**src/rtl/core/rso_pkg.sv**
```systemverilog
`timescale 1ns / 1ps
// ----------------------------------------------------------------------------
// rso_pkg
// Shared types and constants of the rectangle set operations unit.
// ----------------------------------------------------------------------------
package rso_pkg;

   // Default coordinate width of every rectangle corner and point.
   localparam int COORD_WIDTH_DEFAULT = 32;

   // Width of the operation code field.
   localparam int OP_WIDTH = 3;

   // Operation codes. Codes 6 and 7 are unused and give an all-zero result.
   typedef enum logic [OP_WIDTH-1:0] {
      OP_NORMALIZE      = 3'd0,
      OP_UNION          = 3'd1,
      OP_INTERSECT      = 3'd2,
      OP_INTERSECTS     = 3'd3,
      OP_CONTAINS_RECT  = 3'd4,
      OP_CONTAINS_POINT = 3'd5
   } rso_op_type;

endpackage

```
**src/rtl/core/rso_req_if.sv**
```systemverilog
`timescale 1ns / 1ps
// ----------------------------------------------------------------------------
// rso_req_if
// Request channel: operation, proper flag and two rectangles (or a point).
// ----------------------------------------------------------------------------
interface rso_req_if #(
   parameter int COORD_WIDTH = rso_pkg::COORD_WIDTH_DEFAULT
);
   logic                          valid;
   logic                          ready;
   logic [rso_pkg::OP_WIDTH-1:0]  op;
   logic                          proper;
   logic signed [COORD_WIDTH-1:0] a_left;
   logic signed [COORD_WIDTH-1:0] a_top;
   logic signed [COORD_WIDTH-1:0] a_right;
   logic signed [COORD_WIDTH-1:0] a_bottom;
   logic signed [COORD_WIDTH-1:0] b_left;
   logic signed [COORD_WIDTH-1:0] b_top;
   logic signed [COORD_WIDTH-1:0] b_right;
   logic signed [COORD_WIDTH-1:0] b_bottom;

   modport source (
      output valid, op, proper, a_left, a_top, a_right, a_bottom,
             b_left, b_top, b_right, b_bottom,
      input  ready
   );

   modport sink (
      input  valid, op, proper, a_left, a_top, a_right, a_bottom,
             b_left, b_top, b_right, b_bottom,
      output ready
   );
endinterface

```
**src/rtl/core/rso_rsp_if.sv**
```systemverilog
`timescale 1ns / 1ps
// ----------------------------------------------------------------------------
// rso_rsp_if
// Response channel: result rectangle and boolean answer.
// ----------------------------------------------------------------------------
interface rso_rsp_if #(
   parameter int COORD_WIDTH = rso_pkg::COORD_WIDTH_DEFAULT
);
   logic                          valid;
   logic                          ready;
   logic signed [COORD_WIDTH-1:0] res_left;
   logic signed [COORD_WIDTH-1:0] res_top;
   logic signed [COORD_WIDTH-1:0] res_right;
   logic signed [COORD_WIDTH-1:0] res_bottom;
   logic                          answer;

   modport source (
      output valid, res_left, res_top, res_right, res_bottom, answer,
      input  ready
   );

   modport sink (
      input  valid, res_left, res_top, res_right, res_bottom, answer,
      output ready
   );
endinterface

```
**src/rtl/core/rso_in_stage.sv**
```systemverilog
`timescale 1ns / 1ps
// ----------------------------------------------------------------------------
// rso_in_stage
// Input register: captures one request transfer per cycle and holds it
// until the next stage takes it.
// ----------------------------------------------------------------------------
module rso_in_stage #(
   parameter int COORD_WIDTH = rso_pkg::COORD_WIDTH_DEFAULT
) (
   input logic  clock,
   input logic  reset,
   rso_req_if.sink   req_bus,
   rso_req_if.source stage_bus
);
   import rso_pkg::*;

   logic                          valid_ff, valid_in;
   logic [OP_WIDTH-1:0]           op_ff;
   logic                          proper_ff;
   logic signed [COORD_WIDTH-1:0] a_left_ff, a_top_ff, a_right_ff, a_bottom_ff;
   logic signed [COORD_WIDTH-1:0] b_left_ff, b_top_ff, b_right_ff, b_bottom_ff;
   logic                          take;

   // The register takes a new item when empty or when its item moves on.
   assign req_bus.ready = !valid_ff || stage_bus.ready;
   assign take          = req_bus.valid && req_bus.ready;

   always_comb begin
      if (take) begin
         valid_in = 1'b1;
      end else if (stage_bus.ready) begin
         valid_in = 1'b0;
      end else begin
         valid_in = valid_ff;
      end
   end

   // Valid bit is reset; payload is loaded on each transfer.
   always_ff @(posedge clock) begin
      if (reset) begin
         valid_ff <= 1'b0;
      end else begin
         valid_ff <= valid_in;
      end
   end

   always_ff @(posedge clock) begin
      if (take) begin
         op_ff       <= req_bus.op;
         proper_ff   <= req_bus.proper;
         a_left_ff   <= req_bus.a_left;
         a_top_ff    <= req_bus.a_top;
         a_right_ff  <= req_bus.a_right;
         a_bottom_ff <= req_bus.a_bottom;
         b_left_ff   <= req_bus.b_left;
         b_top_ff    <= req_bus.b_top;
         b_right_ff  <= req_bus.b_right;
         b_bottom_ff <= req_bus.b_bottom;
      end
   end

   assign stage_bus.valid    = valid_ff;
   assign stage_bus.op       = op_ff;
   assign stage_bus.proper   = proper_ff;
   assign stage_bus.a_left   = a_left_ff;
   assign stage_bus.a_top    = a_top_ff;
   assign stage_bus.a_right  = a_right_ff;
   assign stage_bus.a_bottom = a_bottom_ff;
   assign stage_bus.b_left   = b_left_ff;
   assign stage_bus.b_top    = b_top_ff;
   assign stage_bus.b_right  = b_right_ff;
   assign stage_bus.b_bottom = b_bottom_ff;

endmodule

```
**src/rtl/core/rso_calc.sv**
```systemverilog
`timescale 1ns / 1ps
// ----------------------------------------------------------------------------
// rso_calc
// Combinational rectangle operator: normalize, union, intersect, intersects,
// contains rectangle and contains point.
// ----------------------------------------------------------------------------
module rso_calc #(
   parameter int COORD_WIDTH = rso_pkg::COORD_WIDTH_DEFAULT
) (
   input  logic [rso_pkg::OP_WIDTH-1:0]  op,
   input  logic                          proper,
   input  logic signed [COORD_WIDTH-1:0] a_left,
   input  logic signed [COORD_WIDTH-1:0] a_top,
   input  logic signed [COORD_WIDTH-1:0] a_right,
   input  logic signed [COORD_WIDTH-1:0] a_bottom,
   input  logic signed [COORD_WIDTH-1:0] b_left,
   input  logic signed [COORD_WIDTH-1:0] b_top,
   input  logic signed [COORD_WIDTH-1:0] b_right,
   input  logic signed [COORD_WIDTH-1:0] b_bottom,
   output logic signed [COORD_WIDTH-1:0] res_left,
   output logic signed [COORD_WIDTH-1:0] res_top,
   output logic signed [COORD_WIDTH-1:0] res_right,
   output logic signed [COORD_WIDTH-1:0] res_bottom,
   output logic                          answer
);
   import rso_pkg::*;

   localparam logic signed [COORD_WIDTH-1:0] ONE       = COORD_WIDTH'(1);
   localparam logic signed [COORD_WIDTH-1:0] ZERO      = '0;
   localparam logic signed [COORD_WIDTH-1:0] MINUS_ONE = '1;

   // Wrapped first-minus-one values for the null and normalize tests.
   logic signed [COORD_WIDTH-1:0] al_m1, at_m1, bl_m1, bt_m1;
   // Wrapped extents (second - first + 1) for the span flip test.
   logic signed [COORD_WIDTH-1:0] ax_ext, ay_ext, bx_ext, by_ext;
   logic null_a, null_b;
   logic flip_ax, flip_ay, flip_bx, flip_by;
   logic norm_ax, norm_ay;
   // Ordered spans of both rectangles.
   logic signed [COORD_WIDTH-1:0] l1, r1, t1, b1, l2, r2, t2, b2;
   // Ordered spans of A by the normalize test, used for normalize and the point test.
   logic signed [COORD_WIDTH-1:0] nl, nr, nt, nb;
   logic disjoint, contains_rect, contains_point;
   logic in_x, in_y;

   assign al_m1 = a_left - ONE;
   assign at_m1 = a_top  - ONE;
   assign bl_m1 = b_left - ONE;
   assign bt_m1 = b_top  - ONE;

   assign null_a = (a_right == al_m1) && (a_bottom == at_m1);
   assign null_b = (b_right == bl_m1) && (b_bottom == bt_m1);

   assign ax_ext = a_right  - a_left + ONE;
   assign ay_ext = a_bottom - a_top  + ONE;
   assign bx_ext = b_right  - b_left + ONE;
   assign by_ext = b_bottom - b_top  + ONE;

   assign flip_ax = ax_ext[COORD_WIDTH-1];
   assign flip_ay = ay_ext[COORD_WIDTH-1];
   assign flip_bx = bx_ext[COORD_WIDTH-1];
   assign flip_by = by_ext[COORD_WIDTH-1];

   // Spans used by union, intersect and the rectangle tests.
   assign l1 = flip_ax ? a_right  : a_left;
   assign r1 = flip_ax ? a_left   : a_right;
   assign t1 = flip_ay ? a_bottom : a_top;
   assign b1 = flip_ay ? a_top    : a_bottom;
   assign l2 = flip_bx ? b_right  : b_left;
   assign r2 = flip_bx ? b_left   : b_right;
   assign t2 = flip_by ? b_bottom : b_top;
   assign b2 = flip_by ? b_top    : b_bottom;

   // Normalize and contains-point flip when second is below first minus one.
   assign norm_ax = a_right  < al_m1;
   assign norm_ay = a_bottom < at_m1;
   assign nl = norm_ax ? a_right  : a_left;
   assign nr = norm_ax ? a_left   : a_right;
   assign nt = norm_ay ? a_bottom : a_top;
   assign nb = norm_ay ? a_top    : a_bottom;

   assign disjoint = (r2 < l1) || (r1 < l2) || (b2 < t1) || (b1 < t2);

   assign contains_rect = proper ?
      ((l1 < l2) && (r2 < r1) && (t1 < t2) && (b2 < b1)) :
      (!(l2 < l1) && !(r1 < r2) && !(t2 < t1) && !(b1 < b2));

   // The point sits in b_left and b_top; no null check applies here.
   assign in_x = proper ? ((nl < b_left) && (b_left < nr)) :
                          (!(b_left < nl) && !(nr < b_left));
   assign in_y = proper ? ((nt < b_top) && (b_top < nb)) :
                          (!(b_top < nt) && !(nb < b_top));
   assign contains_point = in_x && in_y;

   // Result selection by operation.
   always_comb begin
      res_left   = ZERO;
      res_top    = ZERO;
      res_right  = ZERO;
      res_bottom = ZERO;
      answer     = 1'b0;
      case (rso_op_type'(op))
         OP_NORMALIZE: begin
            res_left   = nl;
            res_top    = nt;
            res_right  = nr;
            res_bottom = nb;
         end
         OP_UNION: begin
            if (null_a) begin
               res_left   = b_left;
               res_top    = b_top;
               res_right  = b_right;
               res_bottom = b_bottom;
            end else if (null_b) begin
               res_left   = a_left;
               res_top    = a_top;
               res_right  = a_right;
               res_bottom = a_bottom;
            end else begin
               res_left   = (l2 < l1) ? l2 : l1;
               res_top    = (t2 < t1) ? t2 : t1;
               res_right  = (r1 < r2) ? r2 : r1;
               res_bottom = (b1 < b2) ? b2 : b1;
            end
         end
         OP_INTERSECT: begin
            if (null_a || null_b || disjoint) begin
               res_right  = MINUS_ONE;
               res_bottom = MINUS_ONE;
            end else begin
               res_left   = (l1 < l2) ? l2 : l1;
               res_top    = (t1 < t2) ? t2 : t1;
               res_right  = (r2 < r1) ? r2 : r1;
               res_bottom = (b2 < b1) ? b2 : b1;
            end
         end
         OP_INTERSECTS: begin
            answer = !null_a && !null_b && !disjoint;
         end
         OP_CONTAINS_RECT: begin
            answer = !null_a && !null_b && contains_rect;
         end
         OP_CONTAINS_POINT: begin
            answer = contains_point;
         end
         default: begin
            answer = 1'b0;
         end
      endcase
   end

endmodule

```
**src/rtl/core/rso_out_stage.sv**
```systemverilog
`timescale 1ns / 1ps
// ----------------------------------------------------------------------------
// rso_out_stage
// Result register: computes the operation on the held request and keeps
// the result until the receiver takes it.
// ----------------------------------------------------------------------------
module rso_out_stage #(
   parameter int COORD_WIDTH = rso_pkg::COORD_WIDTH_DEFAULT
) (
   input logic  clock,
   input logic  reset,
   rso_req_if.sink   stage_bus,
   rso_rsp_if.source rsp_bus
);
   import rso_pkg::*;

   logic                          valid_ff, valid_in;
   logic signed [COORD_WIDTH-1:0] res_left_ff, res_top_ff, res_right_ff, res_bottom_ff;
   logic                          answer_ff;
   logic signed [COORD_WIDTH-1:0] res_left_in, res_top_in, res_right_in, res_bottom_in;
   logic                          answer_in;
   logic                          take;

   rso_calc #(
      .COORD_WIDTH(COORD_WIDTH)
   ) u_calc (
      .op         (stage_bus.op),
      .proper     (stage_bus.proper),
      .a_left     (stage_bus.a_left),
      .a_top      (stage_bus.a_top),
      .a_right    (stage_bus.a_right),
      .a_bottom   (stage_bus.a_bottom),
      .b_left     (stage_bus.b_left),
      .b_top      (stage_bus.b_top),
      .b_right    (stage_bus.b_right),
      .b_bottom   (stage_bus.b_bottom),
      .res_left   (res_left_in),
      .res_top    (res_top_in),
      .res_right  (res_right_in),
      .res_bottom (res_bottom_in),
      .answer     (answer_in)
   );

   // A new result loads when the register is empty or being emptied.
   assign stage_bus.ready = !valid_ff || rsp_bus.ready;
   assign take            = stage_bus.valid && stage_bus.ready;

   always_comb begin
      if (take) begin
         valid_in = 1'b1;
      end else if (rsp_bus.ready) begin
         valid_in = 1'b0;
      end else begin
         valid_in = valid_ff;
      end
   end

   always_ff @(posedge clock) begin
      if (reset) begin
         valid_ff <= 1'b0;
      end else begin
         valid_ff <= valid_in;
      end
   end

   always_ff @(posedge clock) begin
      if (take) begin
         res_left_ff   <= res_left_in;
         res_top_ff    <= res_top_in;
         res_right_ff  <= res_right_in;
         res_bottom_ff <= res_bottom_in;
         answer_ff     <= answer_in;
      end
   end

   assign rsp_bus.valid      = valid_ff;
   assign rsp_bus.res_left   = res_left_ff;
   assign rsp_bus.res_top    = res_top_ff;
   assign rsp_bus.res_right  = res_right_ff;
   assign rsp_bus.res_bottom = res_bottom_ff;
   assign rsp_bus.answer     = answer_ff;

endmodule

```
**src/rtl/core/rectangle_set_ops_unit.sv**
```systemverilog
`timescale 1ns / 1ps
// ----------------------------------------------------------------------------
// rectangle_set_ops_unit
// Axis-aligned rectangle operator on inclusive corner coordinates.
// ----------------------------------------------------------------------------
// Usage:
//   req_bus carries one request per transfer: an operation code, the proper
//   flag, rectangle A and rectangle B (or a point in b_left and b_top).
//   rsp_bus returns exactly one result per request, in order: a rectangle
//   for normalize, union and intersect, or the answer bit for the tests.
//   A request transfer loads the input register, then the result register
//   loads from it and shows the result on rsp_bus. The operator logic sits
//   between the two registers, a single pass of subtractors and signed
//   compares. Throughput is one request per cycle while the receiver keeps
//   ready high.
//   Reset empties both registers; no result is shown until a new request.
//   When the receiver holds ready low the result stays put, the input
//   register takes one more request if it is empty, and then req_bus.ready
//   stays low until the receiver takes the waiting result.
// ----------------------------------------------------------------------------
module rectangle_set_ops_unit #(
   parameter int COORD_WIDTH = rso_pkg::COORD_WIDTH_DEFAULT
) (
   input logic       clock,
   input logic       reset,
   rso_req_if.sink   req_bus,
   rso_rsp_if.source rsp_bus
);
   import rso_pkg::*;

   // Held request between the input register and the result register.
   rso_req_if #(.COORD_WIDTH(COORD_WIDTH)) stage_bus ();

   rso_in_stage #(
      .COORD_WIDTH(COORD_WIDTH)
   ) u_in_stage (
      .clock     (clock),
      .reset     (reset),
      .req_bus   (req_bus),
      .stage_bus (stage_bus)
   );

   rso_out_stage #(
      .COORD_WIDTH(COORD_WIDTH)
   ) u_out_stage (
      .clock     (clock),
      .reset     (reset),
      .stage_bus (stage_bus),
      .rsp_bus   (rsp_bus)
   );

endmodule

```
**src/flat_wrapper.sv**
```systemverilog
// flat-port wrapper written by rule: the top's interface ports become plain ports
module rectangle_set_ops_unit_flat import rso_pkg::*;
#(
   parameter int COORD_WIDTH = rso_pkg::COORD_WIDTH_DEFAULT
)
  (clock, reset, req_bus_valid, req_bus_op, req_bus_proper, req_bus_a_left, req_bus_a_top, req_bus_a_right, req_bus_a_bottom, req_bus_b_left, req_bus_b_top, req_bus_b_right, req_bus_b_bottom, req_bus_ready, rsp_bus_valid, rsp_bus_res_left, rsp_bus_res_top, rsp_bus_res_right, rsp_bus_res_bottom, rsp_bus_answer, rsp_bus_ready);
  rso_req_if #(.COORD_WIDTH(COORD_WIDTH)) req_bus_i ();
  rso_rsp_if #(.COORD_WIDTH(COORD_WIDTH)) rsp_bus_i ();
  input logic clock;
  input logic reset;
  input wire logic [$bits(req_bus_i.valid)-1:0] req_bus_valid;
  input wire logic [$bits(req_bus_i.op)-1:0] req_bus_op;
  input wire logic [$bits(req_bus_i.proper)-1:0] req_bus_proper;
  input wire logic [$bits(req_bus_i.a_left)-1:0] req_bus_a_left;
  input wire logic [$bits(req_bus_i.a_top)-1:0] req_bus_a_top;
  input wire logic [$bits(req_bus_i.a_right)-1:0] req_bus_a_right;
  input wire logic [$bits(req_bus_i.a_bottom)-1:0] req_bus_a_bottom;
  input wire logic [$bits(req_bus_i.b_left)-1:0] req_bus_b_left;
  input wire logic [$bits(req_bus_i.b_top)-1:0] req_bus_b_top;
  input wire logic [$bits(req_bus_i.b_right)-1:0] req_bus_b_right;
  input wire logic [$bits(req_bus_i.b_bottom)-1:0] req_bus_b_bottom;
  output wire logic [$bits(req_bus_i.ready)-1:0] req_bus_ready;
  output wire logic [$bits(rsp_bus_i.valid)-1:0] rsp_bus_valid;
  output wire logic [$bits(rsp_bus_i.res_left)-1:0] rsp_bus_res_left;
  output wire logic [$bits(rsp_bus_i.res_top)-1:0] rsp_bus_res_top;
  output wire logic [$bits(rsp_bus_i.res_right)-1:0] rsp_bus_res_right;
  output wire logic [$bits(rsp_bus_i.res_bottom)-1:0] rsp_bus_res_bottom;
  output wire logic [$bits(rsp_bus_i.answer)-1:0] rsp_bus_answer;
  input wire logic [$bits(rsp_bus_i.ready)-1:0] rsp_bus_ready;
  assign req_bus_i.valid = req_bus_valid;
  assign req_bus_i.op = req_bus_op;
  assign req_bus_i.proper = req_bus_proper;
  assign req_bus_i.a_left = req_bus_a_left;
  assign req_bus_i.a_top = req_bus_a_top;
  assign req_bus_i.a_right = req_bus_a_right;
  assign req_bus_i.a_bottom = req_bus_a_bottom;
  assign req_bus_i.b_left = req_bus_b_left;
  assign req_bus_i.b_top = req_bus_b_top;
  assign req_bus_i.b_right = req_bus_b_right;
  assign req_bus_i.b_bottom = req_bus_b_bottom;
  assign req_bus_ready = req_bus_i.ready;
  assign rsp_bus_valid = rsp_bus_i.valid;
  assign rsp_bus_res_left = rsp_bus_i.res_left;
  assign rsp_bus_res_top = rsp_bus_i.res_top;
  assign rsp_bus_res_right = rsp_bus_i.res_right;
  assign rsp_bus_res_bottom = rsp_bus_i.res_bottom;
  assign rsp_bus_answer = rsp_bus_i.answer;
  assign rsp_bus_i.ready = rsp_bus_ready;
  rectangle_set_ops_unit #(.COORD_WIDTH(COORD_WIDTH)) u_core (.clock(clock), .reset(reset), .req_bus(req_bus_i), .rsp_bus(rsp_bus_i));
endmodule
```
**config.mk**
```make
export PLATFORM = sky130hd
export DESIGN_NAME = rectangle_set_ops_unit_flat
export DESIGN_NICKNAME = d
export VERILOG_FILES = /design/src/rtl/core/rso_pkg.sv /design/src/rtl/core/rso_req_if.sv /design/src/rtl/core/rso_rsp_if.sv /design/src/rtl/core/rso_in_stage.sv /design/src/rtl/core/rso_calc.sv /design/src/rtl/core/rso_out_stage.sv /design/src/rtl/core/rectangle_set_ops_unit.sv /design/src/flat_wrapper.sv
export SDC_FILE = /design/constraint.sdc
export NUM_CORES = 2
export LEC_CHECK = 0
export ABC_AREA = 1
export BUFFER_PORTS_ARGS = -buffer_cell sky130_fd_sc_hd__buf_2
export CAP_MARGIN = 30
export CELL_PAD_IN_SITES_DETAIL_PLACEMENT = 0
export CELL_PAD_IN_SITES_GLOBAL_PLACEMENT = 1
export CORE_UTILIZATION = 30
export CTS_CLUSTER_DIAMETER = 60
export CTS_CLUSTER_SIZE = 8
export DETAILED_ROUTE_END_ITERATION = 12
export GPL_TIMING_DRIVEN = 0
export PLACE_DENSITY_LB_ADDON = 0.1
export SLEW_MARGIN = 5
export SYNTH_ARGS = -nofsm -noshare
export SYNTH_HDL_FRONTEND = slang
export SYNTH_HIERARCHICAL = 1
export SYNTH_SLANG_ARGS = --single-unit
```
**constraint.sdc**
```tcl
create_clock -name clock -period 30.3 [get_ports clock]
set_input_delay 0 -clock clock [delete_from_list [all_inputs] [get_ports clock]]
set_output_delay 0 -clock clock [all_outputs]
set_load 0.02 [all_outputs]
```
---- Word level (Yosys, flattened, before mapping) ----
Cells that the tools add are included.
operators by class
  $add $sub $neg .......................... 12
  order comparisons ....................... 22
  equality and inequality tests ........... 9
  muxes and demuxes ....................... 44
  reduce and logical (&&, ||, !) cells .... 41
operator list
  kind                                                                    count
  32-bit two-way mux                                                      32
  32-bit < comparator                                                     22
  32-bit one-hot mux with 3 select lines                                  4
  32-bit by 2-bit adder with 32-bit output (second input constant)        4
  32-bit equality test                                                    4
  32-bit by 2-bit subtractor with 32-bit output (second input constant)   4
  32-bit subtractor                                                       4
  1-bit logical AND                                                       18
  1-bit zero test                                                         13
  1-bit logical OR                                                        7
  1-bit two-way mux                                                       7
  3-bit by 2-bit equality test with 1-bit output (second input constant)  2
  3-bit equality test (second input constant)                             2
  2-bit nonzero test                                                      2
  3-bit by 1-bit equality test with 1-bit output (second input constant)  1
  3-bit zero test                                                         1
  1-bit one-hot mux with 3 select lines                                   1
storage, ports and cells
  register bits ........................... 391
  output and inout bits ................... 131
  logic and storage cells ................. 145

---- Depth between registers and ports, before layout ----
  depth in word-level cells ............... 11
  depth in mapped cells ................... 45
  depth with buffers taken out ............ 42

---- Cells and area by module ----
The synthesis kept the hierarchy.
modules (own cells, without submodules)
  module         instances  cells each  area each (um^2)  seq. area each (um^2)
  rso_calc       1          5672        32358.5           0.0
  rso_in_stage   1          266         7855.0            7827.5
  rso_out_stage  1          135         3921.3            3893.7

---- Worst setup path before layout ----
Ideal clock, no wire load.
  kind .................................... reg2reg
  from .................................... reg u_core.u_out_stage.valid_ff, in the netlist u_core/u_out_stage/rsp_bus.valid
  to ...................................... reg u_core.u_in_stage.a_bottom_ff[0], in the netlist u_core/u_in_stage/stage_bus.a_bottom[0], enable pin
  arrival ................................. 12934 ps
  required time ........................... 29334 ps
  path slack .............................. 16399 ps
  stages on the path, launching flop included .. 4
  path buffers ............................ 0
  clock period less this slack ............ 13901 ps
  path through ............................ dfxtp_1 -> nand2_2 -> inv_2 -> a21oi_1
between the ends
  longest elaborated chain between the ends .. 4
ends and longest elaborated chain
  what                        RTL line             text
  start, declared             rso_out_stage.sv:17  logic valid_ff, valid_in;
  start signal, assigned      rso_out_stage.sv:62  valid_ff <= valid_in;
  1-bit zero test             rso_out_stage.sv:45  assign stage_bus.ready = !valid_ff || rsp_bus.ready;
  1-bit logical OR            rso_out_stage.sv:45
  net u_core.stage_bus.ready  rso_req_if.sv:10     logic ready;
  1-bit logical OR            rso_in_stage.sv:25   assign req_bus.ready = !valid_ff || stage_bus.ready;
  1-bit logical AND           rso_in_stage.sv:26   assign take = req_bus.valid && req_bus.ready;
  net u_core.u_in_stage.take  rso_in_stage.sv:22   logic take;
  end signal, assigned        rso_in_stage.sv:54   a_bottom_ff <= req_bus.a_bottom;
  end, declared               rso_in_stage.sv:20   logic signed [COORD_WIDTH-1:0] a_left_ff, a_top_ff, a_right_ff, a_bottom_ff;
The timed path passes the listed nets, and every way through them passes these cells.
A chain may end at the register's enable or synchronous reset.

---- Worst setup path after layout ----
  from .................................... reg u_core.u_in_stage.a_top_ff[0], in the netlist u_core/u_in_stage/stage_bus.a_top[0]
  to ...................................... reg u_core.u_out_stage.answer_ff, in the netlist u_core/u_out_stage/rsp_bus.answer, data pin
between the ends
  longest elaborated chain between the ends .. 10
  elaborated cells on any way between the ends .. 41
  classes of those cells .................. add/sub: 3; order compare: 11; eq/ne: 1; mux: 7; reduce/logical: 19
ends and longest elaborated chain
  what                                      RTL line             text
  start, declared                           rso_in_stage.sv:20
  start signal, assigned                    rso_in_stage.sv:52   a_top_ff <= req_bus.a_top;
  32-bit subtractor                         rso_calc.sv:55       assign ay_ext = a_bottom - a_top + ONE;
  32-bit by 2-bit adder with 32-bit output  rso_calc.sv:55
  32-bit two-way mux                        rso_calc.sv:67       assign t1 = flip_ay ? a_bottom : a_top;
  32-bit < comparator                       rso_calc.sv:86       (!(l2 < l1) && !(r1 < r2) && !(t2 < t1) && !(b1 < b2));
  1-bit zero test                           rso_calc.sv:86
  1-bit logical AND (2 in a row)            rso_calc.sv:86
  1-bit two-way mux                         rso_calc.sv:84       assign contains_rect = proper ?
  1-bit logical AND                         rso_calc.sv:142      answer = !null_a && !null_b && contains_rect;
  1-bit one-hot mux with 3 select lines *   rso_calc.sv:102      case (rso_op_type'(op))
  net u_core.u_out_stage.answer_in          rso_out_stage.sv:21  logic answer_in;
  end signal, assigned                      rso_out_stage.sv:72  answer_ff <= answer_in;
  end, declared                             rso_out_stage.sv:19  logic answer_ff;
The timed path passes the listed nets; every way through them passes the cells marked *.

==> impl_metrics.prom <==
# TYPE chip_impl_metric gauge
chip_impl_metric{name="initial_antenna_violation_count",unit=""} 11
chip_impl_metric{name="total_power",unit="mW"} 3.48
chip_impl_metric{name="timing_hold_violations_final",unit=""} 0
chip_impl_metric{name="number_of_cells_upsized_or_downsized_after_cts",unit=""} 0
chip_impl_metric{name="grt_max_degree",unit=""} 29
chip_impl_metric{name="grt_pass1_vias",unit=""} 45700
chip_impl_metric{name="synth_area",unit="sq um"} 44100
chip_impl_metric{name="chipWidth",unit="microns"} 386
chip_impl_metric{name="synth_largest_type_area_fraction",unit=""} 0.265
chip_impl_metric{name="design.die.area",unit="sq um"} 149000
chip_impl_info{name="min_path_type",value="primary input to register"} 1
chip_impl_info{name="critical_path.reg2reg.startpoint",value="u_core/u_in_stage/stage_bus.a_top[0]"} 1
chip_impl_metric{name="portBuffers",unit=""} 394
chip_impl_metric{name="maxCapViolCount",unit=""} 0
chip_impl_metric{name="synth_cell_types",unit=""} 61
chip_impl_metric{name="p_leak",unit="nW"} 26.7
chip_impl_metric{name="detailedRoute.firstIterationViolations",unit=""} 3608
chip_impl_metric{name="total_gr_overflow",unit=""} 0
chip_impl_metric{name="finalSetupViolCount",unit=""} 0
chip_impl_info{name="synth.top_cells.by_area",value="edfxtp_1 (26%), ha_1 (20%), nand2_1 (13%)"} 1
chip_impl_info{name="yosys.cell_count.top_type",value="nand2_1"} 1
chip_impl_metric{name="number_of_nets_in_the_finished_design",unit=""} 7942
chip_impl_metric{name="postSynthNetCount",unit=""} 7025
chip_impl_metric{name="clkSinkCount",unit=""} 391
chip_impl_metric{name="final.setup_skew",unit="ns"} 0.0474
chip_impl_metric{name="worst_slew_pin_slew",unit="ns"} 1.14
chip_impl_info{name="crit_path_start",value="u_core/u_in_stage/stage_bus.a_top[0]"} 1
chip_impl_metric{name="row_count",unit=""} 140
chip_impl_info{name="yosys-top-cells-count",value="nand2_1 (1491), inv_1 (731), ha_1 (688)"} 1
chip_impl_metric{name="finalWorstPathRequiredPeriod",unit="ns"} 11.65
chip_impl_metric{name="num_io_pins",unit=""} 395
chip_impl_info{name="synth_top_cell_by_area",value="edfxtp_1"} 1
chip_impl_info{name="run_status",value="finished clean"} 1
chip_impl_metric{name="critical_path.max_stage_delay",unit="ns"} 0.83
chip_impl_info{name="synth-main-ff-cell",value="edfxtp_1"} 1
chip_impl_metric{name="via_count",unit=""} 47000
chip_impl_metric{name="finish.cell_count_without_fillers",unit=""} 8925
chip_impl_metric{name="vdd_drop_max",unit="V"} 0.0000455
chip_impl_metric{name="detail_route.vias_per_cell",unit=""} 5.26
chip_impl_metric{name="instance_count_after_placement_with_tap_cells_included",unit=""} 8427
chip_impl_info{name="crit_slowest_cell",value="clkbuf_1"} 1
chip_impl_metric{name="post_synth_edffs",unit=""} 389
chip_impl_metric{name="cp_max_fo",unit=""} 10
chip_impl_metric{name="maximum_count_of_clock_buffers_along_a_single_path",unit=""} 3
chip_impl_metric{name="die_height",unit="microns"} 386
chip_impl_metric{name="worstPathRequired",unit="ns"} 30.72
chip_impl_info{name="startpoint_type",value="register"} 1
chip_impl_metric{name="synthCells",unit=""} 6073
chip_impl_info{name="setup_repair_after_global_routing_missed_its_margin",value="no"} 1
chip_impl_metric{name="drv_slew",unit=""} 0
chip_impl_metric{name="core-area",unit="sq um"} 146000
chip_impl_metric{name="gp_routability_congestion",unit=""} 0.944
chip_impl_info{name="crit_type",value="register to register"} 1
chip_impl_metric{name="worstSkewPairLatency",unit="ns"} 0.71
chip_impl_metric{name="start_util",unit=""} 0.303
chip_impl_metric{name="synth.ff_latch_count",unit=""} 391
chip_impl_metric{name="power_per_cell_area",unit="nW/um^2"} 63.2
chip_impl_info{name="tritoncts",value="yes"} 1
chip_impl_metric{name="grtUsageTotal",unit=""} 0.300
chip_impl_metric{name="ys_async_sr_fraction",unit=""} 0
chip_impl_metric{name="relSlewSlack",unit=""} 0.231
chip_impl_info{name="worst_hold_startpoint",value="req_bus_b_left[1]"} 1
chip_impl_metric{name="tcrit_tclk_final",unit=""} 0.385
chip_impl_metric{name="worst_ep_arrival_time",unit="ns"} 12.08
chip_impl_metric{name="grt_first_pass_wirelength",unit="microns"} 321000
chip_impl_metric{name="timing.critical_path.buf_inv",unit=""} 6
chip_impl_metric{name="ctsHtreeMaxLevel",unit=""} 2
chip_impl_metric{name="cts-buffers-inserted",unit=""} 61
chip_impl_metric{name="seq_area_frac_synth",unit=""} 0.266
chip_impl_metric{name="drt-pass1-iter-count",unit=""} 6
chip_impl_metric{name="detail_route.drc_violations",unit=""} 0
chip_impl_metric{name="detail_route.wirelength",unit="microns"} 230000
chip_impl_info{name="critical-path-top-delay-family",value="simple AND/OR/NAND/NOR gates"} 1
chip_impl_metric{name="timing.fmax",unit="MHz"} 85.8
chip_impl_metric{name="worst_setup_hold_path_clk_slew",unit="ns"} 0.05
chip_impl_info{name="setup.worst_path.end_class",value="register"} 1
chip_impl_metric{name="ant_nets",unit=""} 0
chip_impl_metric{name="wire_per_inst",unit="microns"} 25.7
chip_impl_info{name="cts-root-buf",value="clkbuf_16"} 1
chip_impl_metric{name="postSynthAreaPerCell",unit="sq um"} 7.27
chip_impl_metric{name="post-dp-hpwl",unit="microns"} 189000
chip_impl_metric{name="layout-area-overhead-vs-synth",unit="%"} 24.8
chip_impl_metric{name="post_cts_hold_buffer_count",unit=""} 417
chip_impl_metric{name="setup_tns",unit="ns"} 0
chip_impl_metric{name="yosys_synthesis_warning_count",unit=""} 6
chip_impl_metric{name="final_layout_size_suffix_gt1_frac",unit=""} 0.109
chip_impl_metric{name="postCtsSetupBuffers",unit=""} 0
==> routing by layer <==
layer	vias to the layer above	routed length, microns	GRT usage
met2	1421	110000	0.521
li1	22600	-	-
met1	22700	99600	0.383
met3	285	10900	0.0299
met5	-	27	0
met4	4	9210	0.110
==> cells in the final DEF, fill, tap and decap left out, types with 202 or more instances in the layout <==
cell type / synthesis / routed
nand2_1: 1491 / 1491
inv_1: 731 / 731
ha_1: 688 / 688
o21ai_0: 657 / 657
nand3_1: 457 / 457
buf_2: 39 / 441
dlygate4sd3_1: 0 / 417
edfxtp_1: 389 / 389
a21oi_1: 379 / 377
nor2_1: 318 / 318
clkbuf_1: 204 / 202
==> path summary, 6_finish.rpt <==
kind / endpoint / slack [ns] / cells past startpoint
max: u_core/u_out_stage/rsp_bus.answer / 18.65 / 36
min: u_core/u_in_stage/stage_bus.b_left[1] / 0.03 / 2
min reg2reg: u_core/u_out_stage/rsp_bus.valid / 0.55 / 2
max reg2reg: u_core/u_out_stage/rsp_bus.answer / 18.65 / 36
==> flip-flops by register name, summed over array words and instances (netlist names), 3 cells and up <==
signal	flops
u_core/u_in_stage/stage_bus.b_left	32
u_core/u_out_stage/rsp_bus.res_right	32
u_core/u_in_stage/stage_bus.b_bottom	32
u_core/u_in_stage/stage_bus.a_top	32
u_core/u_in_stage/stage_bus.op	3
u_core/u_in_stage/stage_bus.a_right	32
u_core/u_out_stage/rsp_bus.res_bottom	32
u_core/u_out_stage/rsp_bus.res_left	32
u_core/u_in_stage/stage_bus.a_left	32
u_core/u_out_stage/rsp_bus.res_top	32
u_core/u_in_stage/stage_bus.a_bottom	32
u_core/u_in_stage/stage_bus.b_right	32
u_core/u_in_stage/stage_bus.b_top	32
==> metrics by stage <==
step | hold WS (ns) | utilization | cell area, sq um | setup WS (ns)
after global placement | 0.177 | 0.333 | 48500 | 9.48
after floorplan | 0.0624 | - | 44100 | 16.40
after detailed placement | 0.178 | 0.337 | 49200 | 18.74
after CTS | 0.000487 | 0.378 | 55100 | 18.70
final | 0.0282 | 0.378 | 55100 | 18.65
after global routing | 0.0155 | 0.378 | 55100 | 18.21
==> cell families (layout without fill, tap and decap cells) <==
family | count (synthesis) | count (layout) | synth area share
AOI/OAI and AO/OA | 1270 | 1270 | 0.170
xor gates and xnor gates | 139 | 139 | 0.0289
adders and majority gates | 688 | 688 | 0.195
buffers and inverters | 1054 | 1988 | 0.0960
DFF | 391 | 391 | 0.266
other | 0 | 1 | 0
and+or+nand+nor | 2531 | 2531 | 0.245
==> area by class of cell <==
class,count,area (sq um)
Tap cell,1917,2400
Buffer,303,1430
Timing Repair Buffer,854,6770
Multi-Input combinational cell,4628,28200
Inverter,751,2820
Clock buffer,65,1560
Fill cell,15600,90700
Antenna cell,1,2.50
Clock inverter,15,170
Sequential cell,391,11700
==> power breakdown <==
part	total [mW]	internal (mW)	switching (mW)	leakage, nW
Combinational	2.15	0.660	1.49	22.0
Sequential	0.700	0.647	0.0539	3.82
Clock	0.630	0.376	0.254	0.839
Total	3.48	1.68	1.80	26.7
==> worst register-to-register path: cells and delay by family, from the launching register on <==
family,cells,cell delay [ns]
AND/OR/NAND/NOR,22,5.91
buffers and inverters,6,2.14
AO/OA/AOI/OAI,3,1.05
adder cells (fa/ha/maj),3,1.02
XOR/XNOR,2,0.74
flip-flops,1,0.56
Power figures use the tool's default switching activity.
